==> src/design/lsbde_pkg.sv <==
// Shared types and constants for the LED strip bit duty encoder.
// No dependencies; every other file of the block imports this package.
`timescale 1ns / 1ps

package lsbde_pkg;

    // Fixed sizes of the block
    localparam int MAX_COLORS  = 4;
    localparam int DUTY_W      = 16;
    localparam int BYTE_W      = 8;
    localparam int CFG_IDX_W   = 4;
    localparam int CFG_DATA_W  = 16;
    localparam int COLOR_CNT_W = 3;
    localparam int SLOT_W      = 2;
    localparam int CHAN_W      = $clog2(MAX_COLORS);
    localparam int BITS_W      = MAX_COLORS * BYTE_W;
    localparam int WORD_CNT_W  = $clog2(BITS_W);

    // Configuration register indexes
    typedef enum logic [CFG_IDX_W-1:0] {
        REG_NUM_COLORS  = 4'd0,
        REG_COLOR_SLOT0 = 4'd1,
        REG_COLOR_SLOT1 = 4'd2,
        REG_COLOR_SLOT2 = 4'd3,
        REG_COLOR_SLOT3 = 4'd4,
        REG_PERIOD      = 4'd5,
        REG_SHORT_HIGH  = 4'd6,
        REG_LONG_HIGH   = 4'd7
    } cfg_reg_t;

    // Color slot sources
    typedef enum logic [SLOT_W-1:0] {
        SLOT_RED   = 2'd0,
        SLOT_GREEN = 2'd1,
        SLOT_BLUE  = 2'd2,
        SLOT_WHITE = 2'd3
    } slot_t;

    // Input item modes
    typedef enum logic {
        MODE_PIXEL = 1'b0,
        MODE_RAW   = 1'b1
    } mode_t;

    // Register file contents seen by the datapath
    typedef struct packed {
        logic [COLOR_CNT_W-1:0]         color_count;
        logic [MAX_COLORS-1:0][SLOT_W-1:0] color_slot;
        logic [DUTY_W-1:0]              period_cycles;
        logic [DUTY_W-1:0]              short_high_cycles;
        logic [DUTY_W-1:0]              long_high_cycles;
    } cfg_t;

    // One classified item waiting for the serializer: channel bytes packed
    // first byte in the top bits, and the number of duty words minus one.
    typedef struct packed {
        logic [BITS_W-1:0]     bits;
        logic [WORD_CNT_W-1:0] words_m1;
        logic                  last_item;
    } job_t;

endpackage

==> src/design/lsbde_item_if.sv <==
// Input item channel: one pixel or one raw channel byte per transaction.
// Depends on lsbde_pkg.
`timescale 1ns / 1ps

interface lsbde_item_if;
    import lsbde_pkg::*;

    logic              valid;
    logic              ready;
    logic              mode;
    logic [BYTE_W-1:0] red;
    logic [BYTE_W-1:0] green;
    logic [BYTE_W-1:0] blue;
    logic [BYTE_W-1:0] channel_byte;
    logic              last_item;

    modport source (output valid, mode, red, green, blue, channel_byte, last_item,
                    input ready);
    modport sink   (input valid, mode, red, green, blue, channel_byte, last_item,
                    output ready);
endinterface

==> src/design/lsbde_duty_if.sv <==
// Result channel: one PWM duty word per transaction.
// Depends on lsbde_pkg.
`timescale 1ns / 1ps

interface lsbde_duty_if;
    import lsbde_pkg::*;

    logic              valid;
    logic              ready;
    logic [DUTY_W-1:0] duty_cycles;
    logic              last_of_item;
    logic              end_of_frame;

    modport source (output valid, duty_cycles, last_of_item, end_of_frame,
                    input ready);
    modport sink   (input valid, duty_cycles, last_of_item, end_of_frame,
                    output ready);
endinterface

==> src/design/lsbde_cfg_if.sv <==
// Configuration write channel: register index and write data per transaction.
// Depends on lsbde_pkg.
`timescale 1ns / 1ps

interface lsbde_cfg_if;
    import lsbde_pkg::*;

    logic                  valid;
    logic                  ready;
    logic [CFG_IDX_W-1:0]  index;
    logic [CFG_DATA_W-1:0] data;

    modport source (output valid, index, data, input ready);
    modport sink   (input valid, index, data, output ready);
endinterface

==> src/design/lsbde_cfg_regs.sv <==
// Configuration register file of the encoder.
// Depends on lsbde_pkg and lsbde_cfg_if.
`timescale 1ns / 1ps

module lsbde_cfg_regs
    import lsbde_pkg::*;
(
    input  logic        clk,
    input  logic        rst_n,
    lsbde_cfg_if.sink   cfg,
    output cfg_t        regs
);

    cfg_t cfg_reg;
    cfg_t cfg_next;

    // Writes are always taken
    assign cfg.ready = 1'b1;
    assign regs      = cfg_reg;

    // Decode one write transaction
    always_comb
    begin
        cfg_next = cfg_reg;
        if (cfg.valid)
        begin
            case (cfg.index)
                REG_NUM_COLORS:  cfg_next.color_count = cfg.data[COLOR_CNT_W-1:0];
                REG_COLOR_SLOT0: cfg_next.color_slot[0] = cfg.data[SLOT_W-1:0];
                REG_COLOR_SLOT1: cfg_next.color_slot[1] = cfg.data[SLOT_W-1:0];
                REG_COLOR_SLOT2: cfg_next.color_slot[2] = cfg.data[SLOT_W-1:0];
                REG_COLOR_SLOT3: cfg_next.color_slot[3] = cfg.data[SLOT_W-1:0];
                REG_PERIOD:      cfg_next.period_cycles = cfg.data[DUTY_W-1:0];
                REG_SHORT_HIGH:  cfg_next.short_high_cycles = cfg.data[DUTY_W-1:0];
                REG_LONG_HIGH:   cfg_next.long_high_cycles = cfg.data[DUTY_W-1:0];
                default:         cfg_next = cfg_reg;
            endcase
        end
    end

    always_ff @(posedge clk or negedge rst_n)
    begin
        if (!rst_n)
        begin
            cfg_reg.color_count       <= COLOR_CNT_W'(3);
            cfg_reg.color_slot[0]     <= SLOT_GREEN;
            cfg_reg.color_slot[1]     <= SLOT_RED;
            cfg_reg.color_slot[2]     <= SLOT_BLUE;
            cfg_reg.color_slot[3]     <= SLOT_WHITE;
            cfg_reg.period_cycles     <= DUTY_W'(80);
            cfg_reg.short_high_cycles <= DUTY_W'(22);
            cfg_reg.long_high_cycles  <= DUTY_W'(44);
        end
        else
        begin
            cfg_reg <= cfg_next;
        end
    end

endmodule

==> src/design/lsbde_front.sv <==
// Front end: accepts input items and turns them into serializer jobs
// (channel byte mapping and word count). Depends on lsbde_pkg, lsbde_item_if.
`timescale 1ns / 1ps

module lsbde_front
    import lsbde_pkg::*;
(
    lsbde_item_if.sink  pixel,
    input  cfg_t        regs,
    input  logic        job_ready,
    output logic        job_valid,
    output job_t        job
);

    logic [CHAN_W-1:0] nbytes_m1;

    // Handshake passes straight to the queue
    assign job_valid   = pixel.valid;
    assign pixel.ready = job_ready;

    // Channel count with out-of-range values folded in
    always_comb
    begin
        if (regs.color_count == '0)
            nbytes_m1 = '0;
        else if (regs.color_count >= COLOR_CNT_W'(MAX_COLORS))
            nbytes_m1 = CHAN_W'(MAX_COLORS - 1);
        else
            nbytes_m1 = CHAN_W'(regs.color_count - COLOR_CNT_W'(1));
    end

    // Byte mapping per slot, first byte on top
    always_comb
    begin
        job.bits      = '0;
        job.last_item = pixel.last_item;
        if (pixel.mode == MODE_RAW)
        begin
            job.bits[BITS_W-1 -: BYTE_W] = pixel.channel_byte;
            job.words_m1 = WORD_CNT_W'(BYTE_W - 1);
        end
        else
        begin
            for (int c = 0; c < MAX_COLORS; c++)
            begin
                case (regs.color_slot[c])
                    SLOT_RED:   job.bits[BITS_W-1-c*BYTE_W -: BYTE_W] = pixel.red;
                    SLOT_GREEN: job.bits[BITS_W-1-c*BYTE_W -: BYTE_W] = pixel.green;
                    SLOT_BLUE:  job.bits[BITS_W-1-c*BYTE_W -: BYTE_W] = pixel.blue;
                    default:    job.bits[BITS_W-1-c*BYTE_W -: BYTE_W] = '0;
                endcase
            end
            job.words_m1 = {nbytes_m1, 3'b111};
        end
    end

endmodule

==> src/design/lsbde_queue.sv <==
// Two-entry job queue between front end and serializer.
// Depends on lsbde_pkg.
`timescale 1ns / 1ps

module lsbde_queue
    import lsbde_pkg::*;
(
    input  logic  clk,
    input  logic  rst_n,
    input  logic  push_valid,
    output logic  push_ready,
    input  job_t  push_job,
    output logic  pop_valid,
    input  logic  pop_ready,
    output job_t  pop_job
);

    job_t       mem [2];
    logic       wptr_reg, wptr_next;
    logic       rptr_reg, rptr_next;
    logic [1:0] count_reg, count_next;
    logic       do_push, do_pop;

    assign push_ready = (count_reg != 2'd2);
    assign pop_valid  = (count_reg != 2'd0);
    assign pop_job    = mem[rptr_reg];
    assign do_push    = push_valid && push_ready;
    assign do_pop     = pop_valid && pop_ready;

    // Pointer and fill bookkeeping
    always_comb
    begin
        wptr_next  = do_push ? ~wptr_reg : wptr_reg;
        rptr_next  = do_pop ? ~rptr_reg : rptr_reg;
        count_next = count_reg;
        if (do_push && !do_pop)
            count_next = count_reg + 2'd1;
        else if (!do_push && do_pop)
            count_next = count_reg - 2'd1;
    end

    always_ff @(posedge clk or negedge rst_n)
    begin
        if (!rst_n)
        begin
            wptr_reg  <= 1'b0;
            rptr_reg  <= 1'b0;
            count_reg <= 2'd0;
        end
        else
        begin
            wptr_reg  <= wptr_next;
            rptr_reg  <= rptr_next;
            count_reg <= count_next;
        end
    end

    // Storage
    always_ff @(posedge clk)
    begin
        if (do_push)
            mem[wptr_reg] <= push_job;
    end

endmodule

==> src/design/lsbde_back.sv <==
// Back end: shifts job bits out MSB first, one duty word per unstalled
// cycle, with duty clamp and end markers. Needs lsbde_pkg, lsbde_duty_if.
`timescale 1ns / 1ps

module lsbde_back
    import lsbde_pkg::*;
(
    input  logic        clk,
    input  logic        rst_n,
    input  cfg_t        regs,
    input  logic        job_valid,
    output logic        job_ready,
    input  job_t        job,
    lsbde_duty_if.source duty
);

    logic                  busy_reg, busy_next;
    logic [BITS_W-1:0]     shift_reg, shift_next;
    logic [WORD_CNT_W-1:0] left_reg, left_next;
    logic                  frame_reg, frame_next;
    logic                  ovalid_reg, ovalid_next;
    logic [DUTY_W-1:0]     oduty_reg, oduty_next;
    logic                  olast_reg, olast_next;
    logic                  oeof_reg, oeof_next;

    logic                  can_emit;
    logic                  last_word;
    logic [DUTY_W-1:0]     per;
    logic [DUTY_W-1:0]     high;
    logic [DUTY_W-1:0]     clamped;

    assign duty.valid        = ovalid_reg;
    assign duty.duty_cycles  = oduty_reg;
    assign duty.last_of_item = olast_reg;
    assign duty.end_of_frame = oeof_reg;

    assign can_emit  = !ovalid_reg || duty.ready;
    assign last_word = (left_reg == '0);

    // Duty clamp to 1..period-1 for the current bit (period at least 2)
    always_comb
    begin
        per  = (regs.period_cycles < DUTY_W'(2)) ? DUTY_W'(2) : regs.period_cycles;
        high = shift_reg[BITS_W-1] ? regs.long_high_cycles : regs.short_high_cycles;
        clamped = (high == '0) ? DUTY_W'(1) : high;
        if (clamped >= per)
            clamped = per - DUTY_W'(1);
    end

    // Serializer control and output register
    always_comb
    begin
        busy_next   = busy_reg;
        shift_next  = shift_reg;
        left_next   = left_reg;
        frame_next  = frame_reg;
        ovalid_next = ovalid_reg && !duty.ready;
        oduty_next  = oduty_reg;
        olast_next  = olast_reg;
        oeof_next   = oeof_reg;
        job_ready   = 1'b0;

        if (busy_reg && can_emit)
        begin
            ovalid_next = 1'b1;
            oduty_next  = clamped;
            olast_next  = last_word;
            oeof_next   = last_word && frame_reg;
            shift_next  = {shift_reg[BITS_W-2:0], 1'b0};
            left_next   = left_reg - WORD_CNT_W'(1);
            if (last_word)
            begin
                // Chain straight into the next job
                job_ready = 1'b1;
                busy_next = job_valid;
            end
        end
        else if (!busy_reg)
        begin
            job_ready = 1'b1;
            busy_next = job_valid;
        end

        if (job_ready && job_valid)
        begin
            shift_next = job.bits;
            left_next  = job.words_m1;
            frame_next = job.last_item;
        end
    end

    always_ff @(posedge clk or negedge rst_n)
    begin
        if (!rst_n)
        begin
            busy_reg   <= 1'b0;
            ovalid_reg <= 1'b0;
        end
        else
        begin
            busy_reg   <= busy_next;
            ovalid_reg <= ovalid_next;
        end
    end

    // Payload registers
    always_ff @(posedge clk)
    begin
        shift_reg <= shift_next;
        left_reg  <= left_next;
        frame_reg <= frame_next;
        oduty_reg <= oduty_next;
        olast_reg <= olast_next;
        oeof_reg  <= oeof_next;
    end

endmodule

==> src/design/led_strip_bit_duty_encoder.sv <==
// Top level of the LED strip bit duty encoder.
// Depends on lsbde_pkg, the channel interfaces and all lsbde_* modules.
`timescale 1ns / 1ps

// Each pixel (mode 0) expands to as many channel bytes as the color count
// register gives (0 counts as 1, above 4 as 4), picked by the color slot
// registers, each raw item (mode 1) to one byte; every byte then leaves as
// eight duty words, MSB first, one word per clock while the duty sink is
// ready, emitted by the back-end shift register. Items pass through a
// two-entry queue, so the next item is taken while the current one is still
// being sent. Configuration writes are accepted every cycle and must only
// be made while no item is in flight.

module led_strip_bit_duty_encoder
    import lsbde_pkg::*;
(
    input  logic         clk,
    input  logic         rst_n,
    lsbde_cfg_if.sink    cfg,
    lsbde_item_if.sink   pixel,
    lsbde_duty_if.source duty
);

    cfg_t regs;
    logic push_valid, push_ready;
    job_t push_job;
    logic pop_valid, pop_ready;
    job_t pop_job;

    lsbde_cfg_regs u_cfg_regs (
        .clk   (clk),
        .rst_n (rst_n),
        .cfg   (cfg),
        .regs  (regs)
    );

    lsbde_front u_front (
        .pixel     (pixel),
        .regs      (regs),
        .job_ready (push_ready),
        .job_valid (push_valid),
        .job       (push_job)
    );

    lsbde_queue u_queue (
        .clk        (clk),
        .rst_n      (rst_n),
        .push_valid (push_valid),
        .push_ready (push_ready),
        .push_job   (push_job),
        .pop_valid  (pop_valid),
        .pop_ready  (pop_ready),
        .pop_job    (pop_job)
    );

    lsbde_back u_back (
        .clk       (clk),
        .rst_n     (rst_n),
        .regs      (regs),
        .job_valid (pop_valid),
        .job_ready (pop_ready),
        .job       (pop_job),
        .duty      (duty)
    );

endmodule
==> src/flat_wrapper.sv <==
// flat-port wrapper written by rule: the top's interface ports become plain ports
module led_strip_bit_duty_encoder_flat import lsbde_pkg::*;
  (clk, rst_n, cfg_valid, cfg_index, cfg_data, cfg_ready, pixel_valid, pixel_mode, pixel_red, pixel_green, pixel_blue, pixel_channel_byte, pixel_last_item, pixel_ready, duty_valid, duty_duty_cycles, duty_last_of_item, duty_end_of_frame, duty_ready);
  lsbde_cfg_if cfg_i ();
  lsbde_item_if pixel_i ();
  lsbde_duty_if duty_i ();
  input  logic clk;
  input  logic rst_n;
  input wire logic [$bits(cfg_i.valid)-1:0] cfg_valid;
  input wire logic [$bits(cfg_i.index)-1:0] cfg_index;
  input wire logic [$bits(cfg_i.data)-1:0] cfg_data;
  output wire logic [$bits(cfg_i.ready)-1:0] cfg_ready;
  input wire logic [$bits(pixel_i.valid)-1:0] pixel_valid;
  input wire logic [$bits(pixel_i.mode)-1:0] pixel_mode;
  input wire logic [$bits(pixel_i.red)-1:0] pixel_red;
  input wire logic [$bits(pixel_i.green)-1:0] pixel_green;
  input wire logic [$bits(pixel_i.blue)-1:0] pixel_blue;
  input wire logic [$bits(pixel_i.channel_byte)-1:0] pixel_channel_byte;
  input wire logic [$bits(pixel_i.last_item)-1:0] pixel_last_item;
  output wire logic [$bits(pixel_i.ready)-1:0] pixel_ready;
  output wire logic [$bits(duty_i.valid)-1:0] duty_valid;
  output wire logic [$bits(duty_i.duty_cycles)-1:0] duty_duty_cycles;
  output wire logic [$bits(duty_i.last_of_item)-1:0] duty_last_of_item;
  output wire logic [$bits(duty_i.end_of_frame)-1:0] duty_end_of_frame;
  input wire logic [$bits(duty_i.ready)-1:0] duty_ready;
  assign cfg_i.valid = cfg_valid;
  assign cfg_i.index = cfg_index;
  assign cfg_i.data = cfg_data;
  assign cfg_ready = cfg_i.ready;
  assign pixel_i.valid = pixel_valid;
  assign pixel_i.mode = pixel_mode;
  assign pixel_i.red = pixel_red;
  assign pixel_i.green = pixel_green;
  assign pixel_i.blue = pixel_blue;
  assign pixel_i.channel_byte = pixel_channel_byte;
  assign pixel_i.last_item = pixel_last_item;
  assign pixel_ready = pixel_i.ready;
  assign duty_valid = duty_i.valid;
  assign duty_duty_cycles = duty_i.duty_cycles;
  assign duty_last_of_item = duty_i.last_of_item;
  assign duty_end_of_frame = duty_i.end_of_frame;
  assign duty_i.ready = duty_ready;
  led_strip_bit_duty_encoder u_core (.clk(clk), .rst_n(rst_n), .cfg(cfg_i), .pixel(pixel_i), .duty(duty_i));
endmodule
==> config.mk <==
export PLATFORM = sky130hd
export DESIGN_NAME = led_strip_bit_duty_encoder_flat
export DESIGN_NICKNAME = d
export VERILOG_FILES = /design/src/design/lsbde_pkg.sv /design/src/design/lsbde_item_if.sv /design/src/design/lsbde_duty_if.sv /design/src/design/lsbde_cfg_if.sv /design/src/design/lsbde_cfg_regs.sv /design/src/design/lsbde_front.sv /design/src/design/lsbde_queue.sv /design/src/design/lsbde_back.sv /design/src/design/led_strip_bit_duty_encoder.sv /design/src/flat_wrapper.sv
export SDC_FILE = /design/constraint.sdc
export NUM_CORES = 1
export LEC_CHECK = 0
export BUFFER_PORTS_ARGS = -buffer_cell sky130_fd_sc_hd__buf_2
export CORE_MARGIN = 2
export CORE_UTILIZATION = 25
export CTS_CLUSTER_DIAMETER = 60
export CTS_CLUSTER_SIZE = 8
export DETAILED_ROUTE_END_ITERATION = 8
export PLACE_DENSITY = 0.36
export SLEW_MARGIN = 30
export SYNTH_ARGS = -nofsm -noshare
export SYNTH_HDL_FRONTEND = slang
export SYNTH_SLANG_ARGS = --single-unit
==> constraint.sdc <==
create_clock -name clk -period 3.8 [get_ports clk]
set_input_delay 0.57 -clock clk [delete_from_list [all_inputs] [get_ports clk]]
set_output_delay 0.57 -clock clk [all_outputs]
set_load 0.02 [all_outputs]
# Word level (Yosys, flattened, before mapping)
# Memory sizes are Yosys's and may differ from the RTL's.
# Cells that the tools add are included.
[totals]
register_bits = 121
mem_bits_rw = 76
input_bits = 59
word_cells = 106
memories = 1
[op_classes]
addsub = 5
n_lt_le_gt_ge = 3
eq_ne = 17
mux = 28
n_bitwise = 2
n_reduce_logical = 31
[mem_list]
columns = ["name", "words", "word_bits", "read_ports", "rd_clocked_by_memory_dff", "wr", "line_no", "source"]
rows = [
  ["u_core.u_queue.mem", 2, 38, 1, 0, 1, "lsbde_queue.sv:18", "job_t mem [2];"],
]
[op_table]
columns = ["operator", "count"]
rows = [
  ["one-hot mux 8 bit (3 select lines)", 4],
  ["two-way mux 16 bit", 4],
  ["two-way mux 32 bit", 2],
  ["two-way mux 24 bit", 1],
  ["equality test 4 x 3 -> 1 bit, second input constant", 4],
  [">= comparator 16 bit", 1],
  ["logical NOT 16 bit", 1],
  ["< comparator 16 x 2 -> 1 bit, second input constant", 1],
  ["AND reduction 2 bit", 8],
  ["subtractor 16 x 1 -> 16 bit, second input constant", 1],
  ["two-way mux 5 bit", 3],
  ["two-way mux 1 bit", 9],
  ["equality test 2 x 1 -> 1 bit, second input constant", 4],
  ["equality test 2 bit, second input constant", 4],
  ["equality test 4 x 2 -> 1 bit, second input constant", 2],
  ["logical NOT 2 bit", 4],
  ["two-way mux 2 bit", 4],
  ["two-way mux 8 bit", 1],
  ["logical AND 1 bit", 7],
  ["nonzero test 2 bit", 3],
  ["logical NOT 5 bit", 1],
  ["subtractor 5 x 1 -> 5 bit, second input constant", 1],
  ["equality test 4 x 1 -> 1 bit, second input constant", 1],
  ["logical NOT 1 bit", 4],
  ["other kinds (8)", 11],
]

# Depth between registers and ports, before layout
# Gate-level depths: netlist (run 1).
[logic_depth]
word_depth = 8
depth_mapped = 12
mapped_depth_nobuf = 11

# Modules after synthesis
# From an unflattened synthesis (run 1), not the netlist that was laid out.
[unflattened]
hier_cells = 694
area_unflattened_um2 = 9925.8
[by_module_without_submodules]
columns = ["module", "instances", "cells_per_inst", "area_per_inst_um2", "seq_area_each_um2"]
rows = [
  ["lsbde_back", 1, 266, 3468.3, 1731.7],
  ["lsbde_queue", 1, 136, 2982.9, 2382.3],
  ["lsbde_cfg_regs", 1, 135, 2311.0, 1493.9],
  ["lsbde_front", 1, 157, 1163.6, 0.0],
]

# Worst setup path before layout (run 1)
# No wires, ideal clock.
[synth_timing]
path_kind = "register to register"
start = "reg u_core.u_cfg_regs.cfg_reg (netlist bit u_core.u_cfg_regs.regs[42])"
end = "reg u_core.u_back.oduty_reg[11], in the netlist u_core.u_back.duty.duty_cycles[11] (data pin)"
t_arrival_ps = 3250
setup_slack_ps = 290
stages_incl_launch_ff = 13
path_cell_list = "dfrtp_1 > or4_1 > nor4_1 > nand2_1 > nand2_1 > inv_1 > ha_1 > nand2b_1 > a21o_1 > a31oi_1 > o211ai_1 > buf_2 > mux2_2"
[synth_via]
elab_chain_cells = 4
word_cells_on_any_way = 5
classes_between = "add/sub (1); order compare (2); mux (2)"
[synth_lines]
columns = ["element", "line_no", "source"]
rows = [
  ["start: declaration", "lsbde_cfg_regs.sv:14", "cfg_t cfg_reg;"],
  ["start signal: assignment", "lsbde_cfg_regs.sv:56", "cfg_reg <= cfg_next;"],
  ["< comparator 16 x 2 -> 1 bit", "lsbde_back.sv:43", "per = (regs.period_cycles < DUTY_W'(2)) ? DUTY_W'(2) : regs.period_cycles;"],
  ["two-way mux 16 bit (*)", "lsbde_back.sv:43", ""],
  ["subtractor 16 x 1 -> 16 bit / >= comparator 16 bit (equally long branches)", "lsbde_back.sv:47, lsbde_back.sv:46", ""],
  ["two-way mux 16 bit (*)", "lsbde_back.sv:46", "if (clamped >= per)"],
  ["named net u_core.u_back.clamped[11]", "lsbde_back.sv:30", "logic [DUTY_W-1:0] clamped;"],
  ["end signal: assignment", "lsbde_back.sv:112", "oduty_reg <= oduty_next;"],
  ["end: declaration", "lsbde_back.sv:22", "logic [DUTY_W-1:0] oduty_reg, oduty_next;"],
]
# Mark *: on every way through the listed nets, which the timed path passes. The rest lies on a longest branch.
# A chain may end at the register's enable or synchronous reset.

# Worst setup path after layout (run 1)
[layout_timing]
start = "reg u_core.u_cfg_regs.cfg_reg (netlist bit u_core.u_cfg_regs.regs[42])"
end = "reg u_core.u_back.oduty_reg[12], in the netlist u_core.u_back.duty.duty_cycles[12] (data pin)"
# Same word-level chain as after synthesis.

==> impl_results.html, run 1 <==
<table>
<tr><th>Metric</th><th>Value</th></tr>
<tr><th colspan="2">Place</th></tr>
<tr><td>Final RePlAce weighted congestion</td><td>0.837</td></tr>
<tr><td>HPWL reported at the end of detailed placement</td><td>17400 um</td></tr>
<tr><td>Post-placement cell area</td><td>10200 um^2</td></tr>
<tr><td>IO Port Bufs</td><td>78</td></tr>
<tr><th colspan="2">Setup path</th></tr>
<tr><td>Cell occurring most often along the worst timing path</td><td>sky130_fd_sc_hd__nand2_1</td></tr>
<tr><td>Max Fanout on Critical Path</td><td>12</td></tr>
<tr><td>Arrival time at the worst endpoint</td><td>3.55 ns</td></tr>
<tr><td>Critical path type</td><td>flop to flop</td></tr>
<tr><td>Reg2Reg Depth</td><td>12</td></tr>
<tr><td>Sort of element at the end of the critical path</td><td>flop</td></tr>
<tr><td>Startpoint type of the worst setup path</td><td>flop</td></tr>
<tr><td>Cell-by-cell trace of the critical path</td><td>or4_1, nor4_1, nand2_1, nand2_1, inv_1, ha_1, nand2b_1, a21o_1, a31oi_1, o211ai_1, buf_4, mux2_2</td></tr>
<tr><td>Slowest CP cell</td><td>sky130_fd_sc_hd__or4_1</td></tr>
<tr><td>Critical path's largest stage delay</td><td>0.65 ns</td></tr>
<tr><td>Worst EP required</td><td>4.00 ns</td></tr>
<tr><th colspan="2">Floorplanning</th></tr>
<tr><td>Die X</td><td>196 um</td></tr>
<tr><td>Initial core utilization</td><td>0.253</td></tr>
<tr><td>Placement Rows</td><td>70</td></tr>
<tr><td>Die extent in y</td><td>196 um</td></tr>
<tr><td>Top-Level Pins</td><td>80</td></tr>
<tr><td>Floorplan die area</td><td>38500 um^2</td></tr>
<tr><td>Core outline area</td><td>36500 um^2</td></tr>
<tr><th colspan="2">Min path</th></tr>
<tr><td>Worst Hold Class</td><td>primary input to async pin</td></tr>
<tr><th colspan="2">Run</th></tr>
<tr><td>Max-capacitance violation count</td><td>0</td></tr>
<tr><th colspan="2">Drt</th></tr>
<tr><td>Number of iterations in the first detailed-routing pass</td><td>5</td></tr>
<tr><td>Number of design rule violations left after detail routing</td><td>0</td></tr>
<tr><td>Via count normalized by instance count</td><td>4.50</td></tr>
<tr><td>Routed WL per cell</td><td>19.0 um</td></tr>
<tr><td>Final routed wirelength across all metal layers</td><td>24200 um</td></tr>
<tr><td>1st-iter DRT viols</td><td>315</td></tr>
<tr><td>Number of routed nets with antenna violations</td><td>0</td></tr>
<tr><td>Via count</td><td>5736</td></tr>
<tr><th colspan="2">Global route</th></tr>
<tr><td>Global-route wire length before repair</td><td>38000 um</td></tr>
<tr><td>Residual overflow from global routing</td><td>0</td></tr>
<tr><td>Total global-route track usage</td><td>0.132</td></tr>
<tr><td>Maximum number of pins on one net before global-route repair</td><td>43</td></tr>
<tr><td>Initial antenna violation count</td><td>0</td></tr>
<tr><td>Vias in the first global route</td><td>6244</td></tr>
<tr><th colspan="2">Synth</th></tr>
<tr><td>Synthesized netlist net count</td><td>794</td></tr>
<tr><td>Count of flip-flops with a built-in enable after synthesis</td><td>126</td></tr>
<tr><td>Mapped Avg Cell Area</td><td>12.9 um^2</td></tr>
<tr><td>Fraction of registers with async set or reset after synthesis</td><td>0.340</td></tr>
<tr><td>Main synth FF type</td><td>sky130_fd_sc_hd__edfxtp_1</td></tr>
<tr><td>Number of different library cells in the post-synthesis netlist</td><td>45</td></tr>
<tr><td>Synthesis Warnings</td><td>0</td></tr>
<tr><td>Post-Synthesis Cell Area</td><td>9240 um^2</td></tr>
<tr><td>Number of flip-flops and latches in the synthesized netlist</td><td>191</td></tr>
<tr><td>Mapped Cells</td><td>715</td></tr>
<tr><td>Seq/Total Area, Yosys</td><td>0.587</td></tr>
<tr><th colspan="2">STA</th></tr>
<tr><td>RSZ-0062 raised after global routing</td><td>no</td></tr>
<tr><td>Crit share post-route</td><td>0.880</td></tr>
<tr><td>Maximum clock rate</td><td>299 MHz</td></tr>
<tr><td>Max-Slew Margin vs Limit</td><td>0.414</td></tr>
<tr><td>Final number of setup-violating endpoints</td><td>0</td></tr>
<tr><td>Total Negative Setup Slacks</td><td>0 ns</td></tr>
<tr><td>Actual slew at the worst max-slew pin</td><td>0.879 ns</td></tr>
<tr><td>Hold Worst Slack</td><td>0.148 ns</td></tr>
<tr><td>Number of max-slew violations in the final report</td><td>0</td></tr>
<tr><td>Minimum clock period after layout</td><td>3.34 ns</td></tr>
<tr><td>Hold violation total from the final report</td><td>0</td></tr>
<tr><td>Final clock skew</td><td>0.0163 ns</td></tr>
<tr><th colspan="2">Run status</th></tr>
<tr><td>Status</td><td>finished clean</td></tr>
<tr><th colspan="2">Clock tree</th></tr>
<tr><td>Number of buffers inserted during clock tree synthesis</td><td>17</td></tr>
<tr><td>Library cell used as clock root buffer</td><td>sky130_fd_sc_hd__clkbuf_16</td></tr>
<tr><td>CTS H-tree depth</td><td>4</td></tr>
<tr><td>Maximum clock path buffer count</td><td>2</td></tr>
<tr><td>Clock-pin slew on the worst setup and hold paths</td><td>0.08 ns</td></tr>
<tr><td>Resized cells post-CTS</td><td>0</td></tr>
<tr><td>Number of setup buffers added after CTS</td><td>0</td></tr>
<tr><td>CTS tree</td><td>built</td></tr>
<tr><td># clock sinks</td><td>191</td></tr>
<tr><td>CTS Hold Buffers Added</td><td>0</td></tr>
<tr><td>Clock latency of the later-clocked register in the worst-skew pair</td><td>0.46 ns</td></tr>
<tr><th colspan="2">Final layout</th></tr>
<tr><td># nets final</td><td>872</td></tr>
<tr><td>Non-Filler Cell Area, Final</td><td>10800 um^2</td></tr>
<tr><td>Final Util</td><td>0.297</td></tr>
<tr><td>Area Growth Syn to Fin</td><td>17.3%</td></tr>
<tr><td>Share of post-route cells with drive strength above 1</td><td>0.345</td></tr>
<tr><td>Antenna cells</td><td>0</td></tr>
<tr><td>Number of flip-flops in the largest register</td><td>70</td></tr>
<tr><th colspan="2">Power</th></tr>
<tr><td>Leakage power summed over all cells</td><td>4.23 nW</td></tr>
<tr><td>Cell Pwr Density</td><td>636 nW/um^2</td></tr>
<tr><td>Peak supply drop</td><td>0.362 mV</td></tr>
</table>
==> cells in the final DEF (no fill, tap or decap), types with 5 or more instances in the layout <==
cell type / instances
sky130_fd_sc_hd__mux2i_1: 45
sky130_fd_sc_hd__nand2b_1: 8
sky130_fd_sc_hd__a31oi_1: 17
sky130_fd_sc_hd__nand2_1: 32
sky130_fd_sc_hd__edfxtp_1: 126
sky130_fd_sc_hd__inv_8: 5
sky130_fd_sc_hd__dfstp_2: 14
sky130_fd_sc_hd__buf_2: 78
sky130_fd_sc_hd__inv_1: 35
sky130_fd_sc_hd__nor2_1: 72
sky130_fd_sc_hd__o21ai_0: 18
sky130_fd_sc_hd__a211oi_1: 12
sky130_fd_sc_hd__xnor2_1: 12
sky130_fd_sc_hd__nor4_1: 6
sky130_fd_sc_hd__ha_1: 20
sky130_fd_sc_hd__buf_4: 14
sky130_fd_sc_hd__a21oi_1: 25
sky130_fd_sc_hd__mux2_2: 130
sky130_fd_sc_hd__dfrtp_1: 51
sky130_fd_sc_hd__nor3_1: 12
sky130_fd_sc_hd__clkbuf_16: 17
sky130_fd_sc_hd__nand4_1: 6
==> power breakdown <==
part | leakage, nW | internal, mW | switching, mW
registers | 1.97 | 2.85 | 0.360
logic | 1.96 | 0.871 | 0.988
clock network | 0.296 | 0.907 | 0.927
==> path summary, 6_finish.rpt <==
| path | from | endpoint | slack (ns) |
|---|---|---|---|
| worst max-delay path | u_core.u_cfg_regs.regs[42] | u_core.u_back.duty.duty_cycles[12] | 0.46 |
| worst min-delay path | rst_n | u_core.u_cfg_regs.regs[14] | 0.15 |
| max in group asynchronous | rst_n | u_core.u_cfg_regs.regs[3] | 2.67 |
| min in group clk | pixel_last_item | u_core.u_queue.mem[0][0] | 0.31 |
| worst min register to register | u_core.u_back.busy_reg | u_core.u_back.duty.valid | 0.50 |
| worst max register to register | u_core.u_cfg_regs.regs[42] | u_core.u_back.duty.duty_cycles[12] | 0.46 |
==> area by class of cell <==
cell class              instances  area (um^2)
well taps                     468          586
clock buffers                  18          439
multi-input cells             453         3570
inverters                      37          139
flip-flops and latches        191         5430
clock inverters                14          165
fillers                      3660        25700
repair buffers                 93          515
==> synthesized netlist by cell type (6+ instances only) <==
cell / number / share of area
sky130_fd_sc_hd__mux2_2: 130 / 0.16
sky130_fd_sc_hd__edfxtp_1: 126 / 0.41
sky130_fd_sc_hd__nor2_1: 73 / 0.030
sky130_fd_sc_hd__dfrtp_1: 51 / 0.14
sky130_fd_sc_hd__mux2i_1: 45 / 0.049
sky130_fd_sc_hd__inv_1: 35 / 0.014
sky130_fd_sc_hd__nand2_1: 32 / 0.013
sky130_fd_sc_hd__clkbuf_1: 29 / 0.012
sky130_fd_sc_hd__a21oi_1: 25 / 0.014
sky130_fd_sc_hd__ha_1: 20 / 0.027
sky130_fd_sc_hd__o21ai_0: 18 / 0.0097
sky130_fd_sc_hd__a31oi_1: 17 / 0.012
sky130_fd_sc_hd__dfstp_2: 14 / 0.040
sky130_fd_sc_hd__a211oi_1: 12 / 0.0097
sky130_fd_sc_hd__nor3_1: 12 / 0.0065
sky130_fd_sc_hd__xnor2_1: 12 / 0.011
sky130_fd_sc_hd__nand2b_1: 8 / 0.0054
sky130_fd_sc_hd__nand4_1: 6 / 0.0041
sky130_fd_sc_hd__nor4_1: 6 / 0.0041
==> metrics by stage <==
stage | cells | power (mW) | setup WS, ns
after floorplan | 715 | 4.46 | 0.290
final | 1274 | 6.90 | 0.458
after global routing | 1274 | 7.35 | 0.308
after global placement | 1242 | 5.12 | 0.561
after CTS | 1274 | 7.02 | 0.467
after detailed placement | 1242 | 5.15 | 0.494
==> cell families after synthesis <==
kind of cell / after synthesis / synth area share
mux: 175 / 0.207
other cells: 1 / 0.000406
fa+ha+maj: 20 / 0.0271
simple gates: 159 / 0.0799
flops: 191 / 0.587
compound gates: 83 / 0.0547
buf+inv: 71 / 0.0294
xor+xnor: 15 / 0.0142
==> critical path: cells and delay by family, from the launching register on <==
kind            cells  cell delay, ns
mux                 1            0.29
flops               1            0.41
buf+inv             2            0.28
compound gates      3            0.55
simple gates        5            1.30
fa+ha+maj           1            0.28
==> routing by layer <==
metal,up-vias,track usage,wire length [um]
met5,-,0,0
met4,0,0.0354,302
met3,22,0.0289,767
met2,90,0.221,11800
met1,2858,0.172,11400
li1,2766,-,-
No activity file was read; power rests on OpenSTA's default activity.
==> run 2, diff against run 1 <==
- clock period: 3.8 -> 3.4 ns (I/O delays scaled with it)
==> impl_results.html, run 2 (synthesis results as in run 1) <==
<table>
<tr><th>Metric</th><th>Value</th></tr>
<tr><th colspan="2">Drt</th></tr>
<tr><td>Number of iterations in the first detailed-routing pass</td><td>6</td></tr>
<tr><td>Number of routed nets with antenna violations</td><td>0</td></tr>
<tr><td>Number of design rule violations left after detail routing</td><td>0</td></tr>
<tr><td>Via count</td><td>5783</td></tr>
<tr><td>1st-iter DRT viols</td><td>364</td></tr>
<tr><td>Final routed wirelength across all metal layers</td><td>23900 um</td></tr>
<tr><td>Routed WL per cell</td><td>18.6 um</td></tr>
<tr><td>Via count normalized by instance count</td><td>4.51</td></tr>
<tr><th colspan="2">Floorplanning</th></tr>
<tr><td>Core outline area</td><td>36500 um^2</td></tr>
<tr><td>Die extent in y</td><td>196 um</td></tr>
<tr><td>Initial core utilization</td><td>0.253</td></tr>
<tr><td>Die X</td><td>196 um</td></tr>
<tr><td>Top-Level Pins</td><td>80</td></tr>
<tr><td>Floorplan die area</td><td>38500 um^2</td></tr>
<tr><td>Placement Rows</td><td>70</td></tr>
<tr><th colspan="2">Final layout</th></tr>
<tr><td>Filler Cells Inserted</td><td>3712</td></tr>
<tr><td>Number of flip-flops in the largest register</td><td>70</td></tr>
<tr><td>Share of post-route cells with drive strength above 1</td><td>0.355</td></tr>
<tr><td># nets final</td><td>879</td></tr>
<tr><td>Area Growth Syn to Fin</td><td>18.7%</td></tr>
<tr><td>Final Util</td><td>0.300</td></tr>
<tr><td>Leading cell types in the layout, fill and taps excluded</td><td>sky130_fd_sc_hd__mux2_2, sky130_fd_sc_hd__edfxtp_1, sky130_fd_sc_hd__buf_2</td></tr>
<tr><td>Most frequent standard cell in the layout excluding fill and tap cells</td><td>sky130_fd_sc_hd__mux2_2</td></tr>
<tr><td>Non-filler instance count after layout</td><td>1282</td></tr>
<tr><th colspan="2">Setup path</th></tr>
<tr><td>Arrival time at the worst endpoint</td><td>3.33 ns</td></tr>
<tr><td>Max Fanout on Critical Path</td><td>16</td></tr>
<tr><td>Sort of element at the end of the critical path</td><td>flop</td></tr>
<tr><td>Startpoint type of the worst setup path</td><td>flop</td></tr>
<tr><td>Worst EP required</td><td>3.59 ns</td></tr>
<tr><td>Critical path type</td><td>flop to flop</td></tr>
<tr><th colspan="2">Place</th></tr>
<tr><td>HPWL reported at the end of detailed placement</td><td>16800 um</td></tr>
<tr><td>IO Port Bufs</td><td>78</td></tr>
<tr><td># placed instances</td><td>1248</td></tr>
<tr><td>Placement-stage worst setup slack</td><td>0.171 ns</td></tr>
<tr><td>Final RePlAce weighted congestion</td><td>0.805</td></tr>
<tr><th colspan="2">STA</th></tr>
<tr><td>Final clock skew</td><td>0.0152 ns</td></tr>
<tr><td>RSZ-0062 raised after global routing</td><td>no</td></tr>
<tr><td>Max-Slew Margin vs Limit</td><td>0.478</td></tr>
<tr><td>Hold violation total from the final report</td><td>0</td></tr>
<tr><td>Minimum clock period after layout</td><td>3.14 ns</td></tr>
<tr><td>Number of max-slew violations in the final report</td><td>0</td></tr>
<tr><td>Crit share post-route</td><td>0.924</td></tr>
<tr><td>Worst Setup Slack, final</td><td>0.258 ns</td></tr>
<tr><td>Hold Worst Slack</td><td>0.0180 ns</td></tr>
<tr><td>Maximum clock rate</td><td>318 MHz</td></tr>
<tr><td>Total Negative Setup Slacks</td><td>0 ns</td></tr>
<tr><td>Actual slew at the worst max-slew pin</td><td>0.783 ns</td></tr>
<tr><td>Final number of setup-violating endpoints</td><td>0</td></tr>
<tr><th colspan="2">Clock tree</th></tr>
<tr><td>Clock latency of the later-clocked register in the worst-skew pair</td><td>0.45 ns</td></tr>
<tr><td>CTS Hold Buffers Added</td><td>0</td></tr>
<tr><td># clock sinks</td><td>191</td></tr>
<tr><td>CTS tree</td><td>built</td></tr>
<tr><td>Library cell used as clock root buffer</td><td>sky130_fd_sc_hd__clkbuf_16</td></tr>
<tr><td>Maximum clock path buffer count</td><td>2</td></tr>
<tr><td>Clock-pin slew on the worst setup and hold paths</td><td>0.08 ns</td></tr>
<tr><td>Number of buffers inserted during clock tree synthesis</td><td>17</td></tr>
<tr><td>CTS H-tree depth</td><td>4</td></tr>
<tr><th colspan="2">Power</th></tr>
<tr><td>Int Power</td><td>5.31 mW</td></tr>
<tr><td>Combinational share of power</td><td>0.275</td></tr>
<tr><td>Sequential group share of total power</td><td>0.448</td></tr>
<tr><td>P_sw</td><td>2.54 mW</td></tr>
<tr><td>Leakage power summed over all cells</td><td>4.28 nW</td></tr>
<tr><td>Switching portion of total power</td><td>0.324</td></tr>
<tr><td>Peak supply drop</td><td>0.359 mV</td></tr>
<tr><td>Cell Pwr Density</td><td>716 nW/um^2</td></tr>
<tr><td>Fraction of power consumed by the clock network</td><td>0.277</td></tr>
<tr><th colspan="2">Global route</th></tr>
<tr><td>Initial antenna violation count</td><td>1</td></tr>
<tr><td>Residual overflow from global routing</td><td>0</td></tr>
<tr><td>Maximum number of pins on one net before global-route repair</td><td>43</td></tr>
<tr><td>Vias in the first global route</td><td>6101</td></tr>
<tr><td>Global-route wire length before repair</td><td>36800 um</td></tr>
<tr><td>Total global-route track usage</td><td>0.128</td></tr>
<tr><th colspan="2">Run</th></tr>
<tr><td>Max-capacitance violation count</td><td>0</td></tr>
<tr><th colspan="2">Min path</th></tr>
<tr><td>Worst Hold Class</td><td>primary input to async pin</td></tr>
<tr><th colspan="2">Run status</th></tr>
<tr><td>Status</td><td>finished clean</td></tr>
</table>
run 2: changes by cell type in the layout (fill, tap and decap cells not counted), moves of 2 or more:
cell | before | now
sky130_fd_sc_hd__buf_4 | 14 | 21
sky130_fd_sc_hd__bufinv_16 | 0 | 2
sky130_fd_sc_hd__clkinv_4 | 3 | 0
sky130_fd_sc_hd__clkinv_8 | 4 | 2
sky130_fd_sc_hd__inv_6 | 2 | 5
run 2: timing repair:
action | in CTS | in global routing
resized for setup | 0 | 3
setup endpoints to repair | 0 | 11
setup buffers | 0 | 1
hold endpoints to repair | 0 | 0
run 2: power by group through the flow:
| stage | logic (mW) | registers (mW) | clock network (mW) |
|---|---|---|---|
| after CTS | 2.19 | 3.53 | 2.26 |
| after global routing | 2.39 | 3.59 | 2.36 |
| final | 2.16 | 3.52 | 2.17 |
| after detailed placement | 2.17 | 3.58 | 0 |
| after global placement | 2.14 | 3.56 | 0 |
| after floorplan | 1.50 | 3.49 | 0 |
run 2: worst paths after layout:
path | start | endpoint | slack (ns) | cells after the start
setup / recovery | u_core.u_cfg_regs.regs[35] | u_core.u_back.duty.duty_cycles[3] | 0.26 | 12
hold / removal | rst_n | u_core.u_cfg_regs.regs[44] | 0.02 | 1
setup reg to reg | u_core.u_cfg_regs.regs[35] | u_core.u_back.duty.duty_cycles[3] | 0.26 | 12
hold reg to reg | u_core.u_back.busy_reg | u_core.u_back.duty.valid | 0.50 | 1
max in group asynchronous | rst_n | u_core.u_cfg_regs.regs[3] | 2.74 | 2
min in group clk | pixel_last_item | u_core.u_queue.mem[1][0] | 0.27 | 1
run 2: cell type report:
cell class | instances | area (um^2) | share of cell area
flip-flops and latches | 191 | 5430 | 0.495
inverters | 37 | 139 | 0.0127
diodes | 1 | 2.50 | 0.000228
clock inverters | 15 | 209 | 0.0191
well taps | 468 | 586 | 0.0534
multi-input cells | 453 | 3600 | 0.328
clock buffers | 17 | 425 | 0.0388
repair buffers | 100 | 583 | 0.0532
run 2: per-stage QoR:
step	total power, mW	cell area, um^2
after global placement	5.70	10300
after global routing	8.33	11000
after detailed placement	5.75	10300
after CTS	7.98	10900
after floorplan	4.99	9250
final	7.86	11000
run 2: critical path, cell delays in order (launching register included):
cell and delay (ns):
sky130_fd_sc_hd__dfrtp_1 0.41, sky130_fd_sc_hd__or4_4 0.57, sky130_fd_sc_hd__nor3_2 0.21, sky130_fd_sc_hd__nand2_1 0.07, sky130_fd_sc_hd__nand2_1 0.09, sky130_fd_sc_hd__inv_1 0.06
sky130_fd_sc_hd__ha_1 0.28, sky130_fd_sc_hd__nand2b_1 0.14, sky130_fd_sc_hd__a21o_1 0.17, sky130_fd_sc_hd__a31oi_1 0.23, sky130_fd_sc_hd__o211ai_1 0.13, sky130_fd_sc_hd__buf_4 0.23
sky130_fd_sc_hd__mux2_2 0.31
run 2: layer usage:
metal,GRT usage,share of wire,vias to the layer above
met2,0.214,0.49,80
li1,-,-,2785
met3,0.0254,0.025,22
met5,0,0,-
met4,0.0412,0.015,0
met1,0.165,0.47,2896
